--- src/rtl/cbd_pkg.sv ---
`timescale 1ns / 1ps

package cbd_pkg;

  // Default number of line slots; one less character of a line is kept
  localparam int unsigned DefLineCapacity = 128;

  localparam int unsigned SizeW = 31;
  localparam logic [SizeW-1:0] SizeLimit = 31'h07FF_FFFF;

  localparam logic [7:0] CharLf = 8'h0A;
  localparam logic [7:0] CharCr = 8'h0D;

  typedef enum logic [2:0] {
    PH_SIZE    = 3'd0,
    PH_DATA    = 3'd1,
    PH_AFTER   = 3'd2,
    PH_TRAILER = 3'd3,
    PH_DONE    = 3'd4
  } phase_e;

  typedef enum logic [1:0] {
    KIND_BYTE   = 2'd0,
    KIND_OK     = 2'd1,
    KIND_PROTO  = 2'd2,
    KIND_CLOSED = 2'd3
  } kind_e;

  typedef struct packed {
    logic       valid;
    logic [7:0] body_byte;
    kind_e      kind;
  } res_t;

  // Bit 4 flags a hex digit, bits 3:0 hold its value
  function automatic logic [4:0] hex_digit(input logic [7:0] c);
    logic [4:0] r;
    r = 5'd0;
    if (c >= 8'h30 && c <= 8'h39) begin
      r = {1'b1, 4'(c - 8'h30)};
    end else if (c >= 8'h61 && c <= 8'h66) begin
      r = {1'b1, 4'(c - 8'h57)};
    end else if (c >= 8'h41 && c <= 8'h46) begin
      r = {1'b1, 4'(c - 8'h37)};
    end
    return r;
  endfunction

endpackage

--- src/rtl/chunked_body_decoder.sv ---
`timescale 1ns / 1ps

// Channel   Dir  tdata           tuser        tlast
// s_axis    in   data_byte[7:0]  new_message  end_of_stream
// m_axis    out  body_byte[7:0]  kind[1:0]    -
//
// One word is decoded per cycle: the chunk state updates in a single pass
// from the accepted word, and any result lands in the output register, or in the skid entry when the output is stalled.
// A two-entry output (register plus skid) keeps s_axis_tready registered;
// input stalls only when both entries hold results.
// Reset (rst_ni low, asynchronous) returns the decoder to the size line and
// empties the output. Words that give no result take no output slot.

module chunked_body_decoder #(
  parameter int unsigned LINE_CAPACITY = cbd_pkg::DefLineCapacity
) (
  input  logic       clk_i,
  input  logic       rst_ni,
  input  logic       s_axis_tvalid_i,
  output logic       s_axis_tready_o,
  input  logic [7:0] s_axis_tdata_i,   // [7:0] data_byte
  input  logic       s_axis_tuser_i,   // [0] new_message
  input  logic       s_axis_tlast_i,
  output logic       m_axis_tvalid_o,
  input  logic       m_axis_tready_i,
  output logic [7:0] m_axis_tdata_o,   // [7:0] body_byte
  output logic [1:0] m_axis_tuser_o    // [1:0] kind
);

  cbd_pkg::res_t res;
  cbd_pkg::res_t out_q, out_d;
  cbd_pkg::res_t skid_q, skid_d;
  logic          out_valid_q, out_valid_d;
  logic          skid_valid_q, skid_valid_d;
  logic          in_acc;
  logic          out_fire;

  assign s_axis_tready_o = !skid_valid_q;
  assign in_acc          = s_axis_tvalid_i && s_axis_tready_o;
  assign out_fire        = out_valid_q && m_axis_tready_i;

  cbd_core #(
    .LINE_CAPACITY (LINE_CAPACITY)
  ) u_core (
    .clk_i           (clk_i),
    .rst_ni          (rst_ni),
    .acc_i           (in_acc),
    .data_byte_i     (s_axis_tdata_i),
    .end_of_stream_i (s_axis_tlast_i),
    .new_message_i   (s_axis_tuser_i),
    .res_o           (res)
  );

  always_comb begin
    out_d        = out_q;
    skid_d       = skid_q;
    out_valid_d  = out_valid_q;
    skid_valid_d = skid_valid_q;
    if (skid_valid_q) begin
      // drain the skid word into the output register
      if (out_fire) begin
        out_d        = skid_q;
        skid_valid_d = 1'b0;
      end
    end else if (!out_valid_q || out_fire) begin
      out_d       = res;
      out_valid_d = res.valid;
    end else if (res.valid) begin
      skid_d       = res;
      skid_valid_d = 1'b1;
    end
  end

  always_ff @(posedge clk_i or negedge rst_ni) begin
    if (!rst_ni) begin
      out_valid_q  <= 1'b0;
      skid_valid_q <= 1'b0;
    end else begin
      out_valid_q  <= out_valid_d;
      skid_valid_q <= skid_valid_d;
    end
  end

  always_ff @(posedge clk_i) begin
    out_q  <= out_d;
    skid_q <= skid_d;
  end

  assign m_axis_tvalid_o = out_valid_q;
  assign m_axis_tdata_o  = out_q.body_byte;
  assign m_axis_tuser_o  = out_q.kind;

  a_skid_behind_out: assert property (@(posedge clk_i) disable iff (!rst_ni)
    skid_valid_q |-> out_valid_q)
    else $error("skid word held with empty output register");

  a_skid_drains: assert property (@(posedge clk_i) disable iff (!rst_ni)
    skid_valid_q && m_axis_tready_i |=> !skid_valid_q && out_valid_q)
    else $error("skid word not moved on output handshake");

  a_no_result_lost: assert property (@(posedge clk_i) disable iff (!rst_ni)
    res.valid && out_valid_q && !m_axis_tready_i |=> skid_valid_q)
    else $error("result dropped while output stalled");

endmodule

--- src/rtl/cbd_core.sv ---
`timescale 1ns / 1ps

module cbd_core #(
  parameter int unsigned LINE_CAPACITY = cbd_pkg::DefLineCapacity
) (
  input  logic           clk_i,
  input  logic           rst_ni,
  input  logic           acc_i,
  input  logic [7:0]     data_byte_i,
  input  logic           end_of_stream_i,
  input  logic           new_message_i,
  output cbd_pkg::res_t  res_o
);

  localparam int unsigned LenW = $clog2(LINE_CAPACITY);
  localparam int unsigned SizeW = cbd_pkg::SizeW;

  cbd_pkg::phase_e   phase_q, phase_d;
  logic [SizeW-1:0]  size_value_q, size_value_d;
  logic [SizeW-1:0]  bytes_left_q, bytes_left_d;
  logic [LenW-1:0]   line_length_q, line_length_d;
  logic              digit_seen_q, digit_seen_d;
  logic              hex_stopped_q, hex_stopped_d;
  logic              size_ovf_q, size_ovf_d;

  always_comb begin
    cbd_pkg::phase_e  ph;
    logic [SizeW-1:0] sz;
    logic [SizeW-1:0] bl;
    logic [SizeW-1:0] bl_dec;
    logic [LenW-1:0]  len;
    logic             dig;
    logic             hst;
    logic             ovf;
    logic [4:0]       hx;
    logic             clear;
    logic             bad_size;

    // new_message restarts the decoder before the word is handled
    if (acc_i && new_message_i) begin
      ph  = cbd_pkg::PH_SIZE;
      sz  = '0;
      bl  = '0;
      len = '0;
      dig = 1'b0;
      hst = 1'b0;
      ovf = 1'b0;
    end else begin
      ph  = phase_q;
      sz  = size_value_q;
      bl  = bytes_left_q;
      len = line_length_q;
      dig = digit_seen_q;
      hst = hex_stopped_q;
      ovf = size_ovf_q;
    end

    phase_d       = ph;
    size_value_d  = sz;
    bytes_left_d  = bl;
    line_length_d = len;
    digit_seen_d  = dig;
    hex_stopped_d = hst;
    size_ovf_d    = ovf;

    res_o.valid     = 1'b0;
    res_o.body_byte = '0;
    res_o.kind      = cbd_pkg::KIND_BYTE;

    bl_dec   = bl - SizeW'(1);
    hx       = cbd_pkg::hex_digit(data_byte_i);
    bad_size = ovf || !dig;
    clear    = 1'b0;

    if (acc_i && ph != cbd_pkg::PH_DONE) begin
      if (end_of_stream_i) begin
        res_o.valid = 1'b1;
        phase_d     = cbd_pkg::PH_DONE;
        if (ph == cbd_pkg::PH_TRAILER) begin
          res_o.kind = cbd_pkg::KIND_OK;
        end else if (ph != cbd_pkg::PH_SIZE || len == '0) begin
          res_o.kind = cbd_pkg::KIND_CLOSED;
        end else if (bad_size) begin
          res_o.kind = cbd_pkg::KIND_PROTO;
        end else if (sz == '0) begin
          res_o.kind = cbd_pkg::KIND_OK;
        end else begin
          res_o.kind = cbd_pkg::KIND_CLOSED;
        end
      end else if (ph == cbd_pkg::PH_DATA) begin
        bytes_left_d    = bl_dec;
        res_o.valid     = 1'b1;
        res_o.body_byte = data_byte_i;
        if (bl_dec == '0) begin
          phase_d = cbd_pkg::PH_AFTER;
          clear   = 1'b1;
        end
      end else if (data_byte_i == cbd_pkg::CharLf) begin
        clear = 1'b1;
        case (ph)
          cbd_pkg::PH_SIZE: begin
            if (bad_size) begin
              res_o.valid = 1'b1;
              res_o.kind  = cbd_pkg::KIND_PROTO;
              phase_d     = cbd_pkg::PH_DONE;
              clear       = 1'b0;
            end else if (sz == '0) begin
              phase_d = cbd_pkg::PH_TRAILER;
            end else begin
              phase_d      = cbd_pkg::PH_DATA;
              bytes_left_d = sz;
            end
          end
          cbd_pkg::PH_AFTER: begin
            phase_d = cbd_pkg::PH_SIZE;
          end
          default: begin
            // empty trailer line closes the message
            if (len == '0) begin
              res_o.valid = 1'b1;
              res_o.kind  = cbd_pkg::KIND_OK;
              phase_d     = cbd_pkg::PH_DONE;
              clear       = 1'b0;
            end
          end
        endcase
      end else if (data_byte_i != cbd_pkg::CharCr &&
                   ({1'b0, len} + (LenW+1)'(1)) < (LenW+1)'(LINE_CAPACITY)) begin
        line_length_d = len + LenW'(1);
        if (ph == cbd_pkg::PH_SIZE && !hst) begin
          if (!hx[4]) begin
            hex_stopped_d = 1'b1;
          end else if (sz > cbd_pkg::SizeLimit) begin
            size_ovf_d    = 1'b1;
            hex_stopped_d = 1'b1;
          end else begin
            size_value_d = {sz[SizeW-5:0], hx[3:0]};
            digit_seen_d = 1'b1;
          end
        end
      end
    end

    if (clear) begin
      line_length_d = '0;
      digit_seen_d  = 1'b0;
      hex_stopped_d = 1'b0;
      size_ovf_d    = 1'b0;
      size_value_d  = '0;
    end
  end

  always_ff @(posedge clk_i or negedge rst_ni) begin
    if (!rst_ni) begin
      phase_q       <= cbd_pkg::PH_SIZE;
      size_value_q  <= '0;
      bytes_left_q  <= '0;
      line_length_q <= '0;
      digit_seen_q  <= 1'b0;
      hex_stopped_q <= 1'b0;
      size_ovf_q    <= 1'b0;
    end else begin
      phase_q       <= phase_d;
      size_value_q  <= size_value_d;
      bytes_left_q  <= bytes_left_d;
      line_length_q <= line_length_d;
      digit_seen_q  <= digit_seen_d;
      hex_stopped_q <= hex_stopped_d;
      size_ovf_q    <= size_ovf_d;
    end
  end

  a_data_nonzero: assert property (@(posedge clk_i) disable iff (!rst_ni)
    phase_q == cbd_pkg::PH_DATA |-> bytes_left_q != '0)
    else $error("chunk data phase with no bytes left");

  a_terminal_done: assert property (@(posedge clk_i) disable iff (!rst_ni)
    res_o.valid && res_o.kind != cbd_pkg::KIND_BYTE |=> phase_q == cbd_pkg::PH_DONE)
    else $error("terminal result did not finish the message");

  a_done_silent: assert property (@(posedge clk_i) disable iff (!rst_ni)
    phase_q == cbd_pkg::PH_DONE && !new_message_i |-> !res_o.valid)
    else $error("result after terminal result");

  a_clear_after_chunk: assert property (@(posedge clk_i) disable iff (!rst_ni)
    phase_q == cbd_pkg::PH_DATA && phase_d == cbd_pkg::PH_AFTER |=> line_length_q == '0)
    else $error("line not cleared after chunk data");

endmodule

--- config.mk ---
export PLATFORM = sky130hd
export DESIGN_NAME = chunked_body_decoder
export DESIGN_NICKNAME = d
export VERILOG_FILES = /design/src/rtl/cbd_pkg.sv /design/src/rtl/chunked_body_decoder.sv /design/src/rtl/cbd_core.sv
export SDC_FILE = /design/constraint.sdc
export NUM_CORES = 1
export LEC_CHECK = 0
export ABC_AREA = 1
export BUFFER_PORTS_ARGS = -buffer_cell sky130_fd_sc_hd__buf_4
export CORE_ASPECT_RATIO = 0.75
export CORE_UTILIZATION = 50
export DETAILED_ROUTE_END_ITERATION = 12
export GPL_ROUTABILITY_DRIVEN = 0
export PLACE_DENSITY = 0.69
export SETUP_SLACK_MARGIN = 0.02
export SYNTH_ARGS = -nofsm -noshare
export SYNTH_HDL_FRONTEND = slang
export SYNTH_SLANG_ARGS = --single-unit
--- constraint.sdc ---
create_clock -name clk_i -period 3.05 [get_ports clk_i]
set_clock_uncertainty 0.1 [all_clocks]
set_input_delay 0.305 -clock clk_i [delete_from_list [all_inputs] [get_ports clk_i]]
set_output_delay 0.305 -clock clk_i [all_outputs]
set_load 0.1 [all_outputs]
==> results.json, run 1 <==
{
  "grt_pass1_wl_mm": 31.5,
  "finalSetupViolCount": 0,
  "critPathKind": "reg2reg",
  "status": "complete, no violations",
  "synthTopCellsByArea": "dfrtp_1, nand2_1, edfxtp_1",
  "final-seq-area_um2": 2530,
  "power.share.combinational_pct": 8.5,
  "overflow": 0,
  "synth_flop_cell": "dfrtp_1",
  "vias": 6748,
  "p_clk_share_pct": 44.0,
  "grt_pass1_vias": 5944,
  "p_switching_mw": 0.754,
  "layout-drive-gt1-share_pct": 12.8,
  "critPathLaunchType": "register",
  "drtPass1Iterations": 5,
  "multi_input_area_um2": 3620,
  "filler_cell_count": 1233,
  "hpwl_mm": 14.1,
  "setup_ws_ps": 110,
  "synth-seq-cells": 97,
  "wirelength_mm": 20.1,
  "power_mw": 2.81,
  "pre_cts_ws_ps": 67.6,
  "fin_setup_tns_ps": 0,
  "cap_violations": 0,
  "antenna_found_initial": 0,
  "synthArstFlopShare_pct": 79.4,
  "post-route-min-period_ps": 2940,
  "grt_max_degree": 58,
  "synth_edf_count": 20,
  "slew_headroom_pct": 56.0,
  "p_seq_share_pct": 47.5,
  "power.share.switching_pct": 26.8,
  "crit_required_ps": 3180,
  "final_nets": 1053,
  "worstSkewPairLatency_ps": 360,
  "endpoint_kind": "register",
  "synth_top_area_cell": "dfrtp_1",
  "syn_area_per_cell_um2": 6.73,
  "cp_max_fo": 8,
  "rows": 36,
  "synth.yosys.warnings": 0,
  "dr.first_iter.drc_count": 677,
  "clock_sinks": 97,
  "internal_power_mw": 2.06,
  "drc_errors": 0,
  "finalHoldViolCount": 0,
  "ant_nets": 0,
  "areaGrowthSynthToFinish_pct": 15.3,
  "fmax_mhz": 340,
  "fp.dieH_um": 102,
  "die_area_um2": 13900,
  "synthDistinctLibCells": 41,
  "post-route-util_pct": 59.3,
  "port_buffers": 25,
  "wl_per_cell_um": 16.7,
  "grt_usage_pct": 29.8,
  "cts_tree": "done",
  "syn_nets": 1020,
  "p_leak_nw": 4.74,
  "rsz0062_at_grt": "true",
  "max-vdd-ir-drop_mv": 0.269,
  "ctsLongestPathBuffers": 2,
  "die_w_um": 136,
  "vias_per_cell": 5.59,
  "post-route-period-util_pct": 96.4,
  "synth_top_area_share_pct": 28.7,
  "clkTransAtPathRegs_ps": 80,
  "io_pins": 26,
  "diodes": 0,
  "critical_path_arrival_ps": 3070,
  "cellPowerDensity_nw_per_um2": 363,
  "syn-cell-area_um2": 6720,
  "numCtsBuffers": 9,
  "drv_slew": 0,
  "hold_class": "in2reg",
  "start_util_pct": 51.4,
  "ys_seq_area_share_pct": 37.6,
  "htreeDepth": 3,
  "core-area_um2": 13100,
  "max_slew.worst_pin.slew_ps": 655,
  "fin_hold_ws_ps": 222,
  "netlist_instances": 998,
  "root_buffer": "clkbuf_16"
}
cell usage after synthesis (2+ instances only):
library cell / instances
clkinv_1: 2
a21oi_1: 60
or2_2: 2
nor3_1: 16
o21ai_0: 72
o21ai_2: 5
a21o_1: 7
nor2_4: 2
nand3_2: 2
nand3b_1: 4
nand3_1: 58
buf_2: 10
a31oi_1: 2
nand4_1: 20
buf_4: 7
o22ai_1: 6
nor2_2: 5
inv_1: 98
o21ai_1: 42
clkbuf_1: 18
nand2_2: 3
nor2_1: 54
xor2_1: 8
xnor2_1: 3
buf_1: 6
edfxtp_1: 20
inv_2: 7
nand2_1: 356
dfrtp_1: 77
ha_1: 8
buf_6: 7
nand2_4: 2
layout by cell type, fill, tap and decap left out, types with 7 or more instances in the layout:
cell,instances
nand2_1,351
inv_1,98
dfrtp_1,77
o21ai_0,71
a21oi_1,59
nand3_1,57
buf_4,56
nor2_1,51
o21ai_1,41
nand4_1,20
edfxtp_1,20
nor3_1,15
clkbuf_16,11
xor2_1,8
buf_12,8
o21ai_2,7
a21o_1,7
ha_1,7
final timing paths:
check / to / depth (start not counted) / slack (ps) / from
min reg2reg: m_axis_tuser_o[0] / 1 / 430 / skid_q[0]
min: m_axis_tvalid_o / 4 / 220 / m_axis_tready_i
max: u_core.size_value_q[3] / 18 / 110 / skid_valid_q
max in group asynchronous: u_core.size_value_q[17] / 3 / 1770 / rst_ni
max reg2reg: u_core.size_value_q[3] / 18 / 110 / skid_valid_q
min in group asynchronous: u_core.bytes_left_q[0] / 2 / 380 / rst_ni
worst max-delay path: stages, from the launching register on:
cell,delay (ps)
dfrtp_1,420
inv_6,90
nand3_4,150
buf_4,200
nand2_2,110
ha_4,180
nand2_4,90
nor2_4,170
buf_12,130
nand3_2,90
nand2_1,100
nand2_1,50
nor2_1,160
nand3_1,120
nor2_2,130
nand3_2,140
nand2_4,140
buf_4,180
a21oi_1,80
logic make-up (layout without fill, tap and decap cells):
| logic type | after synthesis | after routing | synth area share (%) |
|---|---|---|---|
| AND/OR/NAND/NOR | 530 | 531 | 33.7 |
| AO/OA/AOI/OAI | 197 | 197 | 15.7 |
| buffers and inverters | 155 | 192 | 10.0 |
| flip-flops | 97 | 97 | 37.6 |
| XOR/XNOR | 11 | 11 | 1.43 |
| adder cells (fa/ha/maj) | 8 | 8 | 1.49 |
power groups by stage:
stage	Combinational [mW]	Clock (mW)	Sequential, mW
detailed placement	0.233	0	1.36
global route	0.262	1.32	1.34
CTS	0.235	1.26	1.33
global placement	0.232	0	1.36
finish	0.240	1.24	1.33
floorplan	0.116	0	1.39
registers in the layout, indices dropped and copies added, names as in the netlist:
register	cells
u_core.size_ovf_q	1
u_core.digit_seen_q	1
skid_q	10
u_core.bytes_left_q	31
m_axis_tuser_o	2
m_axis_tdata_o	8
u_core.line_length_q	7
u_core.phase_q	3
m_axis_tvalid_o	1
u_core.hex_stopped_q	1
skid_valid_q	1
u_core.size_value_q	31
routing by layer:
layer	track usage, %	vias to the layer above	part of all wire (%)
met2	40.0	313	40
li1	-	3323	-
met4	5.88	0	0.95
met5	0	-	0
met3	8.88	19	11
met1	46.2	3093	48
timing repair:
| item | in CTS | in global routing |
|---|---|---|
| resized for setup | 0 | 12 |
| endpoints found under the hold margin | 41 | 0 |
| buffers inserted | 0 | 9 |
| setup endpoints to repair | 0 | 51 |
| hold buffers | 1 | 0 |
layout make-up:
cell class | instances | area share [%]
multi-input cells | 747 | 46.8
flip-flops and latches | 97 | 32.6
repair buffers | 69 | 8.48
inverters | 107 | 5.25
clock buffers | 9 | 2.91
well taps | 171 | 2.76
clock inverters | 7 | 1.20
through the flow:
step           cell area (µm²)  cells
2_1_floorplan             6790    998
3_3_place_gp              7240   1178
3_5_place_dp              7240   1178
4_1_cts                   7570   1195
5_1_grt                   7750   1207
6_report                  7750   1207
(Power assumes the default switching activity.)
==> run 2, diff against run 1 <==
- ABC_AREA: 1 -> 0
- SYNTH_HIERARCHICAL: unset -> 1
==> run 2 against run 1 <==
Against the previous run: the run now ends with negative setup slack left; non-clock buffer count up 78; combinational power grew to 7.8 times the previous value; clock power shrank 8%; global-route usage up 3.2 points; core utilization up 6.2 points; via count fell by 7.0%; final cell count shrank 20%; wire length grew 4.8%; area after synthesis fell by 4.0%; hold slack worse by 220 ps; critical path depth is 4 lower; critical endpoint is now u_core/size_value_q[10]; largest cell class unchanged.
==> results.json, run 2 <==
{
  "status": "finished with violations",
  "violations": "negative setup slack",
  "cts_tree": "done",
  "endpoint_kind": "register",
  "max_slew.worst_pin.slew_ps": 1050,
  "internal_power_mw": 2.71,
  "netlist_instances": 683,
  "final-seq-area_um2": 2530,
  "layout-drive-gt1-share_pct": 33.8,
  "ys_seq_area_share_pct": 39.2,
  "p_clk_share_pct": 24.7,
  "drc_errors": 0,
  "io_pins": 26,
  "overflow": 0,
  "power.share.combinational_pct": 40.6,
  "final_cell_mix": "buf_4, dfrtp_1, nand2_1",
  "port_buffers": 25,
  "filler_cell_count": 993,
  "drtPass1Iterations": 6,
  "max-vdd-ir-drop_mv": 0.745,
  "areaGrowthSynthToFinish_pct": 26.3,
  "vias_per_cell": 6.53,
  "fp.dieH_um": 100,
  "ant_nets": 0,
  "drv_slew": 0,
  "htreeDepth": 3,
  "die_w_um": 133,
  "power.share.switching_pct": 41.3,
  "synthTopCellsByArea": "dfrtp_1, edfxtp_1, nor3_2",
  "grt_usage_pct": 33.1,
  "yosysMostFrequentCell": "dfrtp_1",
  "slew_headroom_pct": 30.3,
  "wl_per_cell_um": 22.0,
  "synth_edf_count": 20,
  "p_leak_nw": 3.39,
  "grt_max_degree": 78,
  "ctsLongestPathBuffers": 2,
  "die_area_um2": 13400,
  "synth.yosys.warnings": 6,
  "wirelength_mm": 21.1,
  "cp_max_fo": 5,
  "post-route-util_pct": 65.5,
  "ctsHoldBuffers": 0,
  "synthDistinctLibCells": 82,
  "reg2reg_depth": 14,
  "finalSetupViolCount": 65,
  "vias": 6276,
  "finalHoldViolCount": 0,
  "post-route-min-period_ps": 3400,
  "synthArstFlopShare_pct": 79.4,
  "syn_area_per_cell_um2": 9.44,
  "cap_violations": 0,
  "synth_common_cells": "dfrtp_1, nand2_1, nor2_1, a21oi_1, nor3_2",
  "critical_path_arrival_ps": 3520,
  "p_seq_share_pct": 34.7,
  "setup_ws_ps": -350,
  "rsz0062_at_grt": "true",
  "grt_pass1_wl_mm": 33.6,
  "power_mw": 4.62,
  "critPathLaunchType": "register",
  "start_util_pct": 51.9,
  "clkTransAtPathRegs_ps": 70,
  "synth_top_area_cell": "dfrtp_1",
  "layout_commonest_cell": "buf_4",
  "final_nets": 812,
  "cellPowerDensity_nw_per_um2": 567,
  "crit_required_ps": 3170,
  "hpwl_mm": 14.3,
  "grt_pass1_vias": 6086,
  "critPathKind": "reg2reg",
  "multi_input_area_um2": 3810,
  "synth_flop_cell": "dfrtp_1",
  "largestRegisters": "u_core/bytes_left_q (31), u_core/size_value_q (31), skid_q (10)",
  "syn-cell-area_um2": 6450,
  "hold_class": "in2async",
  "synth-seq-cells": 97,
  "rows": 35,
  "synth_top_area_share_pct": 29.9,
  "clock_sinks": 97,
  "syn_nets": 706,
  "worstSkewPairLatency_ps": 350,
  "core-area_um2": 12400,
  "post-route-period-util_pct": 111,
  "dr.first_iter.drc_count": 869,
  "p_switching_mw": 1.91,
  "antenna_found_initial": 0,
  "numCtsBuffers": 9,
  "fmax_mhz": 294,
  "root_buffer": "clkbuf_16"
}
-- run 2: changes by cell type after synthesis, sizes merged, moves of 16 or more --
cell,before,now
inv,105,12
nand3,60,23
nor3,17,60
mux2i,0,27
nand2,361,58
nor4,2,27
o21ai,119,29
nand2b,0,16
a21oi,60,43
-- run 2: critical path, stage by stage (launching register included) --
cell and delay [ps]:
dfrtp_1 420, buf_4 150, nor4_2 460, nand4_1 190, buf_4 200, buf_4 140
o31a_1 230, nor4_1 230, nand4b_1 260, nor4b_4 270, buf_4 190, buf_12 120
buf_8 110, buf_16 120, nor3_2 50
-- run 2: power groups by stage --
stage	Combinational, mW	Sequential [mW]	Clock (mW)
5_1_grt	1.97	1.62	1.21
6_report	1.88	1.60	1.14
3_3_place_gp	1.75	1.62	0
3_5_place_dp	1.79	1.62	0
4_1_cts	1.84	1.60	1.15
2_1_floorplan	0.847	2.07	0
-- run 2: path summary, 6_finish.rpt --
path,startpoint,to,slack [ps]
worst max-delay path,u_core/bytes_left_q[12],u_core/size_value_q[10],-350
worst min-delay path,rst_ni,u_core/bytes_left_q[30],0.6
worst max register to register,u_core/bytes_left_q[12],u_core/size_value_q[10],-350
worst min register to register,skid_q[1],m_axis_tuser_o[1],450
max in group asynchronous,rst_ni,u_core/size_value_q[4],2140
min in group clk_i,m_axis_tready_i,skid_valid_q,50
-- run 2: cell type report --
cell class	instances	area share, %
multi-input combinational	522	46.8
sequential	97	31.0
timing repair buffer	147	15.4
clock buffer	11	3.10
tap	166	2.55
inverter	12	0.553
clock inverter	5	0.538
antenna	1	0.0307
-- run 2: cell families (layout without fill, tap and decap cells) --
| family | Yosys count | after routing | share of synthesized area, % |
|---|---|---|---|
| flops | 97 | 97 | 39.2 |
| simple gates | 308 | 308 | 29.4 |
| mux | 41 | 41 | 6.93 |
| xor+xnor | 14 | 14 | 1.90 |
| compound gates | 150 | 150 | 15.9 |
| fa+ha+maj | 9 | 9 | 1.75 |
| buf+inv | 64 | 175 | 4.89 |
| other cells | 0 | 1 | 0 |
-- run 2: metrics by stage --
stage	instances	setup slack [ps]	setup TNS, ps	hold WS (ps)	instance area (µm²)
after floorplan	683	-1090	-47920	-90.6	6540
after global placement	927	-443	-13950	406	7460
after detailed placement	927	-433	-16520	415	7460
after CTS	958	-202	-8300	52.9	8120
after global routing	960	-446	-24360	56.0	8140
final	961	-350	-15330	0.583	8150
-- run 2: layer usage --
metal	global-route usage (%)	part of all wire, %	vias to the layer above
li1	-	-	2772
met1	48.0	44	3054
met2	47.2	42	392
met3	9.75	12	58
met4	10.1	2.2	0
met5	0	0	-
-- run 2: what timing repair did --
item                       4_1_cts  5_1_grt
gates cloned                     5        0
buffers inserted                10        3
pin swaps                       12        1
gates resized for setup         29        4
setup endpoints to repair       61       86
==> run 3, diff against run 2 <==
- CORE_UTILIZATION: 50 -> 55
- PLACE_DENSITY: 0.69 -> 0.75
==> run 3 against run 2 <==
Against the previous run: combinational power is essentially flat; the run ends with negative hold slack, negative setup slack left; final cell count shrank 2.0%; highest routed layer unchanged; clock power hardly changed; critical path type unchanged; largest cell class unchanged.
==> results.json, run 3 (synthesized netlist as in run 2, its figures left out) <==
{
  "wirelength_mm": 21.5,
  "rows": 33,
  "ant_nets": 0,
  "port_buffers": 25,
  "p_leak_nw": 3.34,
  "final_nets": 803,
  "overflow": 0,
  "post-route-min-period_ps": 3420,
  "clkTransAtPathRegs_ps": 80,
  "cellPowerDensity_nw_per_um2": 582,
  "wl_per_cell_um": 22.8,
  "core-area_um2": 11200,
  "cp_max_fo": 10,
  "vias": 6336,
  "drtPass1Iterations": 8,
  "critPathLaunchType": "register",
  "max-vdd-ir-drop_mv": 0.534,
  "start_util_pct": 57.6,
  "slew_headroom_pct": 8.01,
  "finalHoldViolCount": 5,
  "fmax_mhz": 293,
  "htreeDepth": 3,
  "ctsLongestPathBuffers": 2,
  "final_cell_mix": "buf_4, dfrtp_1, nand2_1",
  "diodes": 0,
  "max_slew.worst_pin.slew_ps": 1370,
  "finalNonFillerCells": 942,
  "drv_slew": 0,
  "antenna_found_initial": 0,
  "crit_required_ps": 3190,
  "layout_commonest_cell": "buf_4",
  "endpoint_kind": "register",
  "clock_sinks": 97,
  "areaGrowthSynthToFinish_pct": 24.6,
  "critPathKind": "reg2reg",
  "cap_violations": 0,
  "hold_class": "in2async",
  "status": "finished with violations",
  "root_buffer": "clkbuf_16",
  "numCtsBuffers": 9,
  "grt_usage_pct": 36.5,
  "cts_tree": "done",
  "die_w_um": 127,
  "placedCellCount": 912,
  "io_pins": 26,
  "grt_pass1_wl_mm": 33.1,
  "die_area_um2": 12200,
  "fin_hold_ws_ps": -28.0,
  "grt_max_degree": 78,
  "ctsHoldBuffers": 0,
  "largestRegisters": "u_core/bytes_left_q (31), u_core/size_value_q (31), skid_q (10)",
  "dr.first_iter.drc_count": 917,
  "post-route-period-util_pct": 112,
  "vias_per_cell": 6.73,
  "rsz0062_at_grt": "true",
  "drc_errors": 0,
  "violations": "negative hold slack, negative setup slack",
  "hpwl_mm": 14.6,
  "worstSkewPairLatency_ps": 360,
  "setup_ws_ps": -369,
  "layout-drive-gt1-share_pct": 33.0,
  "critical_path_arrival_ps": 3560,
  "finalSetupViolCount": 53,
  "grt_pass1_vias": 5902,
  "fp.dieH_um": 95.8
}
-- run 3: cell count changes in the layout (fill, tap and decap cells not counted), moves of 2 or more --
cell / before / now
buf_16: 4 / 2
buf_4: 136 / 129
clkbuf_8: 2 / 0
inv_8: 0 / 2
nor3_2: 43 / 41
-- run 3: timing repair --
action	4_1_cts	5_1_grt
buffers inserted	7	3
resized for setup	24	7
pin swaps	6	3
endpoints found under the hold margin	0	0
endpoints found under the setup margin	46	74
gates cloned	4	0
-- run 3: through the flow --
| stage | worst slack (ps) | setup TNS (ps) | utilization, % | instance area [µm²] | total power [mW] |
|---|---|---|---|---|---|
| finish | -369 | -14690 | 71.8 | 8040 | 4.68 |
| global route | -462 | -19820 | 71.8 | 8040 | 4.84 |
| CTS | -292 | -10210 | 71.4 | 7990 | 4.63 |
| detailed placement | -401 | -16020 | 66.1 | 7390 | 3.43 |
| global placement | -332 | -13280 | 66.1 | 7390 | 3.36 |
| floorplan | -1090 | -47920 | - | 6540 | 2.92 |
-- run 3: path summary, 6_finish.rpt --
path,startpoint,endpoint,slack (ps),depth (start not counted)
max,skid_valid_q,u_core/size_value_q[1],-370,14
max in group asynchronous,rst_ni,u_core/bytes_left_q[1],2160,1
min reg2reg,skid_q[8],m_axis_tdata_o[6],460,1
min in group clk_i,m_axis_tready_i,skid_valid_q,40,2
max reg2reg,skid_valid_q,u_core/size_value_q[1],-370,14
min,rst_ni,u_core/bytes_left_q[30],-30,1
-- run 3: metal layers --
layer / GRT usage [%] / wire length [µm] / vias up
met5: 0 / 0 / -
met4: 12.9 / 656 / 0
met3: 11.2 / 2710 / 57
met2: 54.4 / 9380 / 424
met1: 50.2 / 8770 / 3094
li1: - / - / 2761
-- run 3: where the power goes --
group	leakage, nW	switching (mW)	internal, mW	total, mW
Combinational	1.95	1.29	0.621	1.91
Clock	0.148	0.580	0.581	1.16
Sequential	1.24	0.118	1.49	1.60
Total	3.34	1.99	2.69	4.68
-- run 3: worst max-delay path: stages (launching register included) --
cell       delay (ps)
dfrtp_1           370
and2b_2           240
nand2_4            80
nand2_4            90
ha_4              140
or4b_4            530
o311ai_4          310
nand3_2           150
a2111oi_4         230
nand4_2           170
nor4b_4           400
buf_4             200
buf_4             120
buf_12            130
nor3_2             40
-- run 3: layout make-up --
class                           count  area, µm²
Tap cell                          157        196
Inverter                           12       45.0
Clock buffer                        9        225
Fill cell                         793       3150
Sequential cell                    97       2530
Clock inverter                      7       71.3
Multi-Input combinational cell    522       3810
Timing Repair Buffer              138       1160
